==> src/rtl/core/enhanced_clock_page_replacement_defines.svh <==
`ifndef ENHANCED_CLOCK_PAGE_REPLACEMENT_DEFINES_SVH
`define ENHANCED_CLOCK_PAGE_REPLACEMENT_DEFINES_SVH

// Check a condition at every edge outside reset.
`define ECPR_ASSERT_ALWAYS(lbl, cond, msg) \
  lbl: assert property (@(posedge clk) disable iff (!rst_n) (cond)) else $error(msg);

// Check a consequence in the same cycle as its trigger.
`define ECPR_ASSERT_IMPL(lbl, trig, cons, msg) \
  lbl: assert property (@(posedge clk) disable iff (!rst_n) (trig) |-> (cons)) else $error(msg);

// Check a consequence in the cycle after its trigger.
`define ECPR_ASSERT_NEXT(lbl, trig, cons, msg) \
  lbl: assert property (@(posedge clk) disable iff (!rst_n) (trig) |=> (cons)) else $error(msg);

`endif

==> src/rtl/core/ecpr_pkg.sv <==
package ecpr_pkg;

  localparam int FRAMES_DEF    = 8;
  localparam int PAGE_BITS_DEF = 6;

  localparam int PAGE_IN_W  = 6;
  localparam int FRAME_IX_W = 3;
  localparam int FAULT_W    = 16;
  localparam int IN_DATA_W  = 8;
  localparam int OUT_DATA_W = 32;

  localparam logic [FAULT_W-1:0] FAULT_MAX = {FAULT_W{1'b1}};

  typedef struct packed {
    logic scan;
    logic pass_b;
    logic wr;
  } cell_ctl_t;

  typedef struct packed {
    logic match;
    logic victim;
    logic dirty_sel;
  } cell_stat_t;

endpackage

==> src/rtl/core/ecpr_cell.sv <==
module ecpr_cell #(
  parameter int PAGE_BITS = ecpr_pkg::PAGE_BITS_DEF,
  parameter bit IS_HEAD   = 1'b0
) (
  input  logic                  clk,
  input  logic                  rst_n,
  input  ecpr_pkg::cell_ctl_t   ctl,
  input  logic [PAGE_BITS-1:0]  key,
  input  logic                  hit_sel,
  input  logic                  fill_sel,
  input  logic                  tok_prev,
  output logic                  tok,
  output ecpr_pkg::cell_stat_t  stat,
  output logic [PAGE_BITS-1:0]  page_sel
);

  logic [PAGE_BITS-1:0] page_r;
  logic                 valid_r, ref_r, mod_r, tok_r;
  logic                 victim, load;

  assign victim = tok_r & ctl.scan & ~ref_r & (ctl.pass_b ? mod_r : ~mod_r);
  assign load   = fill_sel | victim;

  assign tok            = tok_r;
  assign stat.match     = valid_r & (page_r == key);
  assign stat.victim    = victim;
  assign stat.dirty_sel = tok_r & mod_r;
  assign page_sel       = tok_r ? page_r : '0;

  always_ff @(posedge clk) begin
    if (load) begin
      page_r <= key;
    end
  end

  always_ff @(posedge clk) begin
    if (!rst_n) begin
      valid_r <= 1'b0;
      ref_r   <= 1'b0;
      mod_r   <= 1'b0;
      tok_r   <= IS_HEAD;
    end else begin
      if (load) begin
        valid_r <= 1'b1;
        ref_r   <= 1'b1;
        mod_r   <= ctl.wr;
      end else if (hit_sel) begin
        ref_r <= 1'b1;
        mod_r <= mod_r | ctl.wr;
      end else if (ctl.scan && ctl.pass_b && tok_r) begin
        ref_r <= 1'b0;
      end
      if (ctl.scan) begin
        tok_r <= tok_prev;
      end
    end
  end

endmodule

==> src/rtl/core/enhanced_clock_page_replacement.sv <==
// Channel  Dir  Ports                         Beat contents
// in       in   in_tvalid/in_tready/in_tdata  one page access
// out      out  out_tvalid/out_tready/out_tdata  one lookup result
// One access at a time. Hit or fill: LOOK registers the result once the output register
// is free. Fault: SCAN registers it after the hand token visits n frames (1 to 4*FRAMES),
// as the token ring advances one cell per cycle while the output register is free.
// Synchronous active-low reset clears valid, ref and modify bits, counters and hand.
// A full output register holds the final step until out_tready frees it.
`include "enhanced_clock_page_replacement_defines.svh"

module enhanced_clock_page_replacement #(
  parameter int FRAMES    = ecpr_pkg::FRAMES_DEF,
  parameter int PAGE_BITS = ecpr_pkg::PAGE_BITS_DEF
) (
  input  logic                            clk,
  input  logic                            rst_n,
  input  logic                            in_tvalid,
  output logic                            in_tready,
  // [5:0] page_number, [6] is_write, [7] zero
  input  logic [ecpr_pkg::IN_DATA_W-1:0]  in_tdata,
  output logic                            out_tvalid,
  input  logic                            out_tready,
  // [0] hit, [3:1] frame_index, [4] evicted_valid, [10:5] evicted_page,
  // [11] evicted_dirty, [27:12] fault_total, [31:28] zero
  output logic [ecpr_pkg::OUT_DATA_W-1:0] out_tdata
);

  localparam int HW = (FRAMES > 1) ? $clog2(FRAMES) : 1;
  localparam int FW = $clog2(FRAMES + 1);
  localparam int PW = ecpr_pkg::PAGE_IN_W;
  localparam int XW = ecpr_pkg::FRAME_IX_W;

  localparam logic [1:0] ST_IDLE = 2'd0;
  localparam logic [1:0] ST_LOOK = 2'd1;
  localparam logic [1:0] ST_SCAN = 2'd2;

  logic [1:0]                   state_r, state_nxt;
  logic [PAGE_BITS-1:0]         key_r;
  logic                         wr_r;
  logic [FW-1:0]                fill_r, fill_nxt;
  logic [HW-1:0]                hand_r, hand_nxt;
  logic [HW-1:0]                pos_r, pos_nxt;
  logic                         passb_r, passb_nxt;
  logic [ecpr_pkg::FAULT_W-1:0] fault_r, fault_nxt;

  logic                         out_tvalid_r;
  logic                         o_hit_r, o_ev_r, o_dirty_r;
  logic [HW-1:0]                o_idx_r;
  logic [PAGE_BITS-1:0]         o_page_r;

  ecpr_pkg::cell_ctl_t          ctl;
  ecpr_pkg::cell_stat_t         stat [FRAMES];
  logic [PAGE_BITS-1:0]         psel [FRAMES];
  logic [FRAMES-1:0]            tok_vec, match_vec, victim_vec, hit_sel, fill_sel;
  logic [FRAMES-1:0]            dirty_vec;
  logic [PAGE_BITS-1:0]         ev_page;
  logic [HW-1:0]                hit_idx;
  logic                         out_free, look_go, hit_go, fill_go, fault_go, found;
  logic                         produce, p_hit, p_ev, p_dirty;
  logic [HW-1:0]                p_idx;
  logic [PAGE_BITS+PW-1:0]      key_ext;
  logic [PAGE_BITS+PW-1:0]      page_out_ext;
  logic [HW+XW-1:0]             idx_out_ext;

  assign in_tready = (state_r == ST_IDLE);
  assign out_free  = ~out_tvalid_r | out_tready;
  assign key_ext   = {{PAGE_BITS{1'b0}}, in_tdata[PW-1:0]};

  assign look_go  = (state_r == ST_LOOK) && out_free;
  assign hit_go   = look_go && (|match_vec);
  assign fill_go  = look_go && !(|match_vec) && (fill_r < FW'(FRAMES));
  assign fault_go = look_go && !(|match_vec) && (fill_r >= FW'(FRAMES));

  assign ctl.scan   = (state_r == ST_SCAN) && out_free;
  assign ctl.pass_b = passb_r;
  assign ctl.wr     = wr_r;

  always_comb begin
    hit_idx = '0;
    ev_page = '0;
    for (int i = 0; i < FRAMES; i++) begin
      if (match_vec[i]) begin
        hit_idx = hit_idx | HW'(i);
      end
      ev_page = ev_page | psel[i];
    end
  end

  assign found = |victim_vec;

  genvar g;
  generate
    for (g = 0; g < FRAMES; g++) begin : g_cell
      assign hit_sel[g]    = hit_go & match_vec[g];
      assign fill_sel[g]   = fill_go & (fill_r[HW-1:0] == HW'(g));
      assign match_vec[g]  = stat[g].match;
      assign victim_vec[g] = stat[g].victim;
      assign dirty_vec[g]  = stat[g].dirty_sel;

      ecpr_cell #(
        .PAGE_BITS (PAGE_BITS),
        .IS_HEAD   (g == 0)
      ) u_cell (
        .clk      (clk),
        .rst_n    (rst_n),
        .ctl      (ctl),
        .key      (key_r),
        .hit_sel  (hit_sel[g]),
        .fill_sel (fill_sel[g]),
        .tok_prev (tok_vec[(g + FRAMES - 1) % FRAMES]),
        .tok      (tok_vec[g]),
        .stat     (stat[g]),
        .page_sel (psel[g])
      );
    end
  endgenerate

  always_comb begin
    state_nxt = state_r;
    fill_nxt  = fill_r;
    hand_nxt  = hand_r;
    pos_nxt   = pos_r;
    passb_nxt = passb_r;
    fault_nxt = fault_r;
    produce   = 1'b0;
    p_hit     = 1'b0;
    p_ev      = 1'b0;
    p_dirty   = 1'b0;
    p_idx     = '0;
    unique case (state_r)
      ST_IDLE: begin
        if (in_tvalid) begin
          state_nxt = ST_LOOK;
        end
      end
      ST_LOOK: begin
        if (hit_go) begin
          produce   = 1'b1;
          p_hit     = 1'b1;
          p_idx     = hit_idx;
          state_nxt = ST_IDLE;
        end else if (fill_go) begin
          produce   = 1'b1;
          p_idx     = fill_r[HW-1:0];
          fill_nxt  = fill_r + FW'(1);
          state_nxt = ST_IDLE;
        end else if (fault_go) begin
          if (fault_r != ecpr_pkg::FAULT_MAX) begin
            fault_nxt = fault_r + {{(ecpr_pkg::FAULT_W-1){1'b0}}, 1'b1};
          end
          pos_nxt   = '0;
          passb_nxt = 1'b0;
          state_nxt = ST_SCAN;
        end
      end
      ST_SCAN: begin
        if (ctl.scan) begin
          hand_nxt = (hand_r == HW'(FRAMES - 1)) ? '0 : hand_r + HW'(1);
          if (found) begin
            produce   = 1'b1;
            p_ev      = 1'b1;
            p_dirty   = |dirty_vec;
            p_idx     = hand_r;
            state_nxt = ST_IDLE;
          end else if (pos_r == HW'(FRAMES - 1)) begin
            pos_nxt   = '0;
            passb_nxt = ~passb_r;
          end else begin
            pos_nxt = pos_r + HW'(1);
          end
        end
      end
      default: begin
        state_nxt = ST_IDLE;
      end
    endcase
  end

  always_ff @(posedge clk) begin
    if (!rst_n) begin
      state_r      <= ST_IDLE;
      fill_r       <= '0;
      hand_r       <= '0;
      pos_r        <= '0;
      passb_r      <= 1'b0;
      fault_r      <= '0;
      out_tvalid_r <= 1'b0;
    end else begin
      state_r <= state_nxt;
      fill_r  <= fill_nxt;
      hand_r  <= hand_nxt;
      pos_r   <= pos_nxt;
      passb_r <= passb_nxt;
      fault_r <= fault_nxt;
      if (produce) begin
        out_tvalid_r <= 1'b1;
      end else if (out_tready) begin
        out_tvalid_r <= 1'b0;
      end
    end
  end

  always_ff @(posedge clk) begin
    if (in_tvalid && in_tready) begin
      key_r <= key_ext[PAGE_BITS-1:0];
      wr_r  <= in_tdata[PW];
    end
    if (produce) begin
      o_hit_r   <= p_hit;
      o_idx_r   <= p_idx;
      o_ev_r    <= p_ev;
      o_page_r  <= p_ev ? ev_page : '0;
      o_dirty_r <= p_dirty;
    end
  end

  assign idx_out_ext  = {{XW{1'b0}}, o_idx_r};
  assign page_out_ext = {{PW{1'b0}}, o_page_r};

  assign out_tvalid = out_tvalid_r;
  assign out_tdata  = {4'b0000, fault_r, o_dirty_r, page_out_ext[PW-1:0], o_ev_r,
                       idx_out_ext[XW-1:0], o_hit_r};

  `ECPR_ASSERT_ALWAYS(a_tok_onehot, $onehot(tok_vec), "hand token not one-hot")
  `ECPR_ASSERT_ALWAYS(a_tok_hand, tok_vec[hand_r], "hand token and hand index disagree")
  `ECPR_ASSERT_ALWAYS(a_match_unique, $onehot0(match_vec), "page resident in two frames")
  `ECPR_ASSERT_NEXT(a_fault_full, fault_go, fill_r == FW'(FRAMES), "fault before frames full")

endmodule
==> config.mk <==
export PLATFORM = sky130hd
export DESIGN_NAME = enhanced_clock_page_replacement
export DESIGN_NICKNAME = d
export VERILOG_FILES = /design/src/rtl/core/ecpr_pkg.sv /design/src/rtl/core/ecpr_cell.sv /design/src/rtl/core/enhanced_clock_page_replacement.sv
export VERILOG_INCLUDE_DIRS = /design/src /design/src/rtl/core
export SDC_FILE = /design/constraint.sdc
export NUM_CORES = 1
export LEC_CHECK = 0
export BUFFER_PORTS_ARGS = -buffer_cell sky130_fd_sc_hd__buf_2
export CAP_MARGIN = 20
export CORE_ASPECT_RATIO = 1.4
export CORE_MARGIN = 1
export CORE_UTILIZATION = 33
export DETAILED_ROUTE_END_ITERATION = 10
export PLACE_DENSITY = 0.58
export SKIP_CTS_REPAIR_TIMING = 1
export SLEW_MARGIN = 20
export SYNTH_ARGS = -nofsm -noshare
export SYNTH_HDL_FRONTEND = slang
export SYNTH_SLANG_ARGS = --single-unit
==> constraint.sdc <==
create_clock -name clk -period 6.9 [get_ports clk]
set_clock_uncertainty 0.15 [all_clocks]
set_input_delay 0.345 -clock clk [delete_from_list [all_inputs] [get_ports clk]]
set_output_delay 0.345 -clock clk [all_outputs]
set_load 0.02 [all_outputs]
==> results of run 1 <==
[layer usage]
metal  routed length [um]  up-vias  share of wire (%)
li1                     -     2209                  -
met2                 8270      135                 52
met1                 6280     2280                 40
met3                  549       47                3.5
met4                  739        0                4.7
met5                    0        -                  0
[metrics by stage]
stage | worst slack [ns] | hold WS, ns
after global routing | 2.88 | 0.274
after global placement | 3.30 | 0.296
after CTS | 3.25 | -0.0698
final | 3.25 | 0.193
after floorplan | 4.11 | 0.288
after detailed placement | 3.23 | 0.304
[registers in the layout (all words and copies together) (netlist names), 2 cells and up]
| register | count |
|---|---|
| g_cell.u_cell.page_r | 48 |
| g_cell.u_cell.tok | 8 |
| o_page_r | 6 |
| fault_r | 16 |
| g_cell.u_cell.mod_r | 8 |
| fill_r | 4 |
| hand_r | 3 |
| state_r | 2 |
| g_cell.u_cell.valid_r | 8 |
| g_cell.u_cell.ref_r | 8 |
| o_idx_r | 3 |
| pos_r | 3 |
| key_r | 6 |
[cell families after synthesis]
logic type               after synthesis  share of synthesized area [%]
other                                  1                         0.0601
buffers and inverters                 55                           4.83
adder cells (fa/ha/maj)               14                           2.81
AO/OA/AOI/OAI                        145                           16.1
XOR/XNOR                              57                           8.00
AND/OR/NAND/NOR                      183                           14.9
multiplexers                           7                           1.12
flip-flops                           129                           52.1
[power groups by stage]
stage	Clock (mW)	Combinational, mW	Sequential (mW)
after CTS	0.923	0.121	0.865
after detailed placement	0	0.120	0.881
final	0.909	0.124	0.864
after global routing	0.950	0.138	0.868
after global placement	0	0.117	0.880
after floorplan	0	0.104	0.867
[cell type report]
class | instances | area (um2)
Sequential cell | 129 | 3250
Multi-Input combinational cell | 410 | 2700
Tap cell | 244 | 305
Clock buffer | 17 | 425
Fill cell | 1761 | 11300
Clock inverter | 15 | 173
Timing Repair Buffer | 50 | 293
Inverter | 12 | 45.0
[worst reg2reg max path: stages, from the launching register on]
cell and delay, ns:
edfxtp_1 0.83, xnor2_1 0.16, nand4_1 0.12, nor4_1 0.06
buf_4 0.16, nor3_1 0.37, nand4_1 0.50, o22ai_1 0.91
[layout by cell type, fill, tap and decap left out, types with 12 or more instances in the layout]
cell type / Yosys / routed
o21ai_0: 22 / 22
nand4_1: 14 / 14
edfxtp_1: 67 / 67
o21a_1: 17 / 17
o2bb2ai_1: 12 / 12
dfxtp_1: 62 / 62
buf_2: 4 / 40
clkbuf_16: 0 / 17
nor2_1: 24 / 24
inv_1: 12 / 12
ha_1: 14 / 14
nand2_1: 69 / 69
a22oi_1: 14 / 14
xnor2_1: 29 / 29
a21oi_1: 23 / 23
xor2_1: 28 / 28
nand3_1: 12 / 12
[final timing paths]
check             slack (ns)                    endpoint  cells after the start                     start
setup reg to reg        3.25  g_cell[6].u_cell.page_r[3]                      7                  key_r[5]
hold / removal          0.19                  state_r[1]                      4                 in_tvalid
hold reg to reg         0.32    g_cell[2].u_cell.valid_r                      1  g_cell[2].u_cell.valid_r
setup / recovery        3.25  g_cell[6].u_cell.page_r[3]                      7                  key_r[5]
==> summary.txt, run 1 <==
status - finished clean
Clk pwr share - 47.9%
worst path required time - 6.79 ns
M2 GR Usage - 30.8%
Num CTS Buffers - 17
num rows - 59
asr flop ratio synth - 0%
period utilisation layout - 52.8%
worst-path cell chain - xnor2_1 > nand4_1 > nor4_1 > buf_4 > nor3_1 > nand4_1 > o22ai_1
Synth Warn # - 0
critical path type - reg -> reg
Post-Syn Instances - 591
gpl congestion - 0.889
overall power - 1.90 mW
first-iteration detailed-routing DRC count - 279
met3 Use GR - 3.63%
synth cell count leaders - nand2_1 (69), edfxtp_1 (67), dfxtp_1 (62)
Synth Flop Type - edfxtp_1
Routed WL - 15,800 um
syn_area_per_cell - 10.6 um2
Fin. Hold Viols - 0
TritonCTS clock tree - built
Initial Utilization - 33.7%
clk slew on worst S/H paths - 0.06 ns
sequential fraction of the synthesis area - 52.1%
antenna violations before repair - 0
post-synth cell types - 51
GRT met1 Usage - 18.1%
sw frac - 24.9%
unrepaired setup endpoints after global routing - no
die width - 118 um
post-layout util - 38.8%
root buf cell - clkbuf_16
CP dominant cell by count - nand4_1
most frequent cell after synthesis - nand2_1
Final Setup Violations - 0
layout overhead on the synthesized area - 15.2%
H-tree depth - 4
share of the synthesized area in the top cell type - 32.2%
kind of start point of the critical path - flop
Worst-Margin Slew - 1.06 ns
Min Clock Period, post-route - 3.65 ns
post-synthesis cell area - 0.00624 mm2
largest net degree at the start of global routing - 48
vias per cell - 5.33
clock latency on the worst-skew pair - 0.42 ns
placed cell area - 0.00652 mm2
gr busiest metal - met2
Seq cells post-synth - 129
DR pass1 iterations - 6
die footprint - 0.0195 mm2
die height - 165 um
WL per Instance - 18.1 um
Crit-path slowest cell - o22ai_1
leakage - 2.49 nW
Combinational Power Share - 6.5%
# diodes - 0
Routed Antenna Nets - 0
Pint - 1.42 mW
largest incremental delay on the critical path - 0.91 ns
NetSw - 473 uW
pwr dens - 264 mW/mm2
path category of the worst min-delay check - in -> reg
CP endpoint kind - flop
Tot GR Track Use - 17.0%
DRC viols - 0
Seq pwr share - 45.6%
vias in the first global route - 4,588
Crit Path Max Fanout - 16
max frequency - 274 MHz
clock sink count - 129
Max-Slew Margin vs Limit - 29.3%
placed instance count - 838
Peak VDD IR - 0.000168 V
share of cells above drive strength 1 - 13.1%
via count - 4,671
Core ar. - 0.0185 mm2
Fin Setup TNS - 0 ns
GRT Residual Overflow - 0
Layout Cells excl Fill - 877
WP buf/inv - 1
crit path DAT - 3.54 ns
Pins Over Slew Limit - 0
Total Nets Final - 646
PortBufs - 40
synth top area cells - edfxtp_1 (32%), dfxtp_1 (20%), nand2_1 (4.2%), xnor2_1 (4.1%), xor2_1 (3.9%)
Yosys top cell by area - edfxtp_1
first-pass GRT wire length - 24,800 um
number of flops mapped to enable cells by yosys - 67
clk buf depth - 2
Max-cap violations - 0
placed wire-length estimate - 11,200 um
I/O Pins - 46
final instance area - 0.00719 mm2
critical path's top delay family - simple AND/OR/NAND/NOR gates
Note: power is estimated with default switching activity, not from simulation.
==> inputs of run 2 (changes only) <==
clock period = 3.8 ns   (was 6.9 ns; I/O delays follow)
==> summary.txt, run 2 (synthesized netlist as in run 1, its figures left out) <==
pwr dens - 473 mW/mm2
post-layout util - 39.4%
via count - 4,694
max frequency - 301 MHz
die width - 118 um
first-pass GRT wire length - 25,500 um
crit path DAT - 3.23 ns
WP buf/inv - 1
die height - 165 um
path category of the worst min-delay check - in -> reg
Pins Over Slew Limit - 0
clk slew on worst S/H paths - 0.06 ns
kind of start point of the critical path - flop
WL per Instance - 18.2 um
critical path's top delay family - simple AND/OR/NAND/NOR gates
I/O Pins - 46
Core ar. - 0.0185 mm2
sw frac - 25.0%
Crit-path slowest cell - o21bai_1
gpl congestion - 0.985
Fin. Hold Viols - 0
root buf cell - clkbuf_16
Initial Utilization - 33.7%
CP dominant cell by count - nand4_1
die footprint - 0.0195 mm2
Worst-Margin Slew - 0.942 ns
status - finished clean
Routed Antenna Nets - 0
Min Clock Period, post-route - 3.33 ns
# diodes - 0
worst-path cell chain - buf_4 > xnor2_1 > nand4_1 > or4_1 > and2_1 > nand4_1 > o21bai_1
placed cell area - 0.00663 mm2
vias in the first global route - 4,682
Most flops, register - g_cell.u_cell.page_r
commonest non-fill, non-tap cell in the layout - nand2_1
hold_ws - 0.0686 ns
fill count - 1,802
DRC viols - 0
leakage - 2.55 nW
placed wire-length estimate - 11,600 um
vias per cell - 5.27
DR pass1 iterations - 4
share of cells above drive strength 1 - 15.0%
GRT Residual Overflow - 0
first-iteration detailed-routing DRC count - 250
Seq pwr share - 44.8%
clk buf depth - 2
Max-cap violations - 0
final instance area - 0.00730 mm2
Tot GR Track Use - 17.5%
layout overhead on the synthesized area - 16.9%
clock sink count - 129
Clk pwr share - 47.8%
num rows - 59
Largest regs - g_cell.u_cell.page_r: 48 flops, fault_r: 16 flops
unrepaired setup endpoints after global routing - no
CP endpoint kind - flop
PortBufs - 40
largest net degree at the start of global routing - 48
Max-Slew Margin vs Limit - 37.2%
TritonCTS clock tree - built
Crit Path Max Fanout - 12
period utilisation layout - 87.6%
Pint - 2.59 mW
clock latency on the worst-skew pair - 0.44 ns
Routed WL - 16,200 um
Fin Setup TNS - 0 ns
largest incremental delay on the critical path - 0.90 ns
antenna violations before repair - 0
critical path type - reg -> reg
Num CTS Buffers - 17
NetSw - 862 uW
Total Nets Final - 660
most frequent cells in the layout - nand2_1 (69), edfxtp_1 (67), dfxtp_1 (62), buf_2 (40), xnor2_1 (29)
Final Setup Violations - 0
max reg flops - 48
Combinational Power Share - 7.3%
Peak VDD IR - 0.000280 V
H-tree depth - 4
worst path required time - 3.71 ns
## run 2: power groups by stage
stage	Sequential, mW	Clock [mW]	Combinational, mW
after floorplan	1.57	0	0.188
after global placement	1.58	0	0.241
after detailed placement	1.58	0	0.246
after CTS	1.55	1.68	0.248
after global routing	1.55	1.74	0.282
final	1.55	1.65	0.254
## run 2: routing by layer
layer / global-route usage (%) / up-vias / part of all wire, %
li1: - / 2232 / -
met3: 3.97 / 33 / 3.9
met2: 33.3 / 140 / 54
met5: 0 / - / 0
met4: 8.16 / 0 / 2.4
met1: 18.1 / 2289 / 39
## run 2: final timing paths
kind | to | slack (ns) | depth (start not counted) | start
worst min-delay path | out_tvalid | 0.07 | 3 | out_tready
worst min register to register | pos_r[1] | 0.32 | 2 | pos_r[1]
worst max-delay path | g_cell[0].u_cell.page_r[4] | 0.47 | 7 | key_r[3]
worst max register to register | g_cell[0].u_cell.page_r[4] | 0.47 | 7 | key_r[3]
## run 2: layout make-up
type / count / area (um2) / area share [%]
Clock buffer: 17 / 425 / 5.83
Clock inverter: 15 / 173 / 2.37
Inverter: 12 / 45.0 / 0.617
Multi-Input combinational cell: 410 / 2700 / 37.0
Sequential cell: 129 / 3250 / 44.6
Tap cell: 244 / 305 / 4.18
Timing Repair Buffer: 64 / 398 / 5.45
## run 2: tightest hold or removal path, cell delays in order
cell and delay, ns:
buf_2 0.08, nand2b_1 0.22, a21oi_1 0.10
## run 2: per-stage QoR
| step | setup slack (ns) | power, mW | cells |
|---|---|---|---|
| 6_report | 0.472 | 3.45 | 891 |
| 5_1_grt | 0.314 | 3.58 | 891 |
| 4_1_cts | 0.519 | 3.48 | 884 |
| 3_5_place_dp | 0.530 | 1.83 | 852 |
| 3_3_place_gp | 0.589 | 1.82 | 852 |
| 2_1_floorplan | 1.01 | 1.76 | 594 |
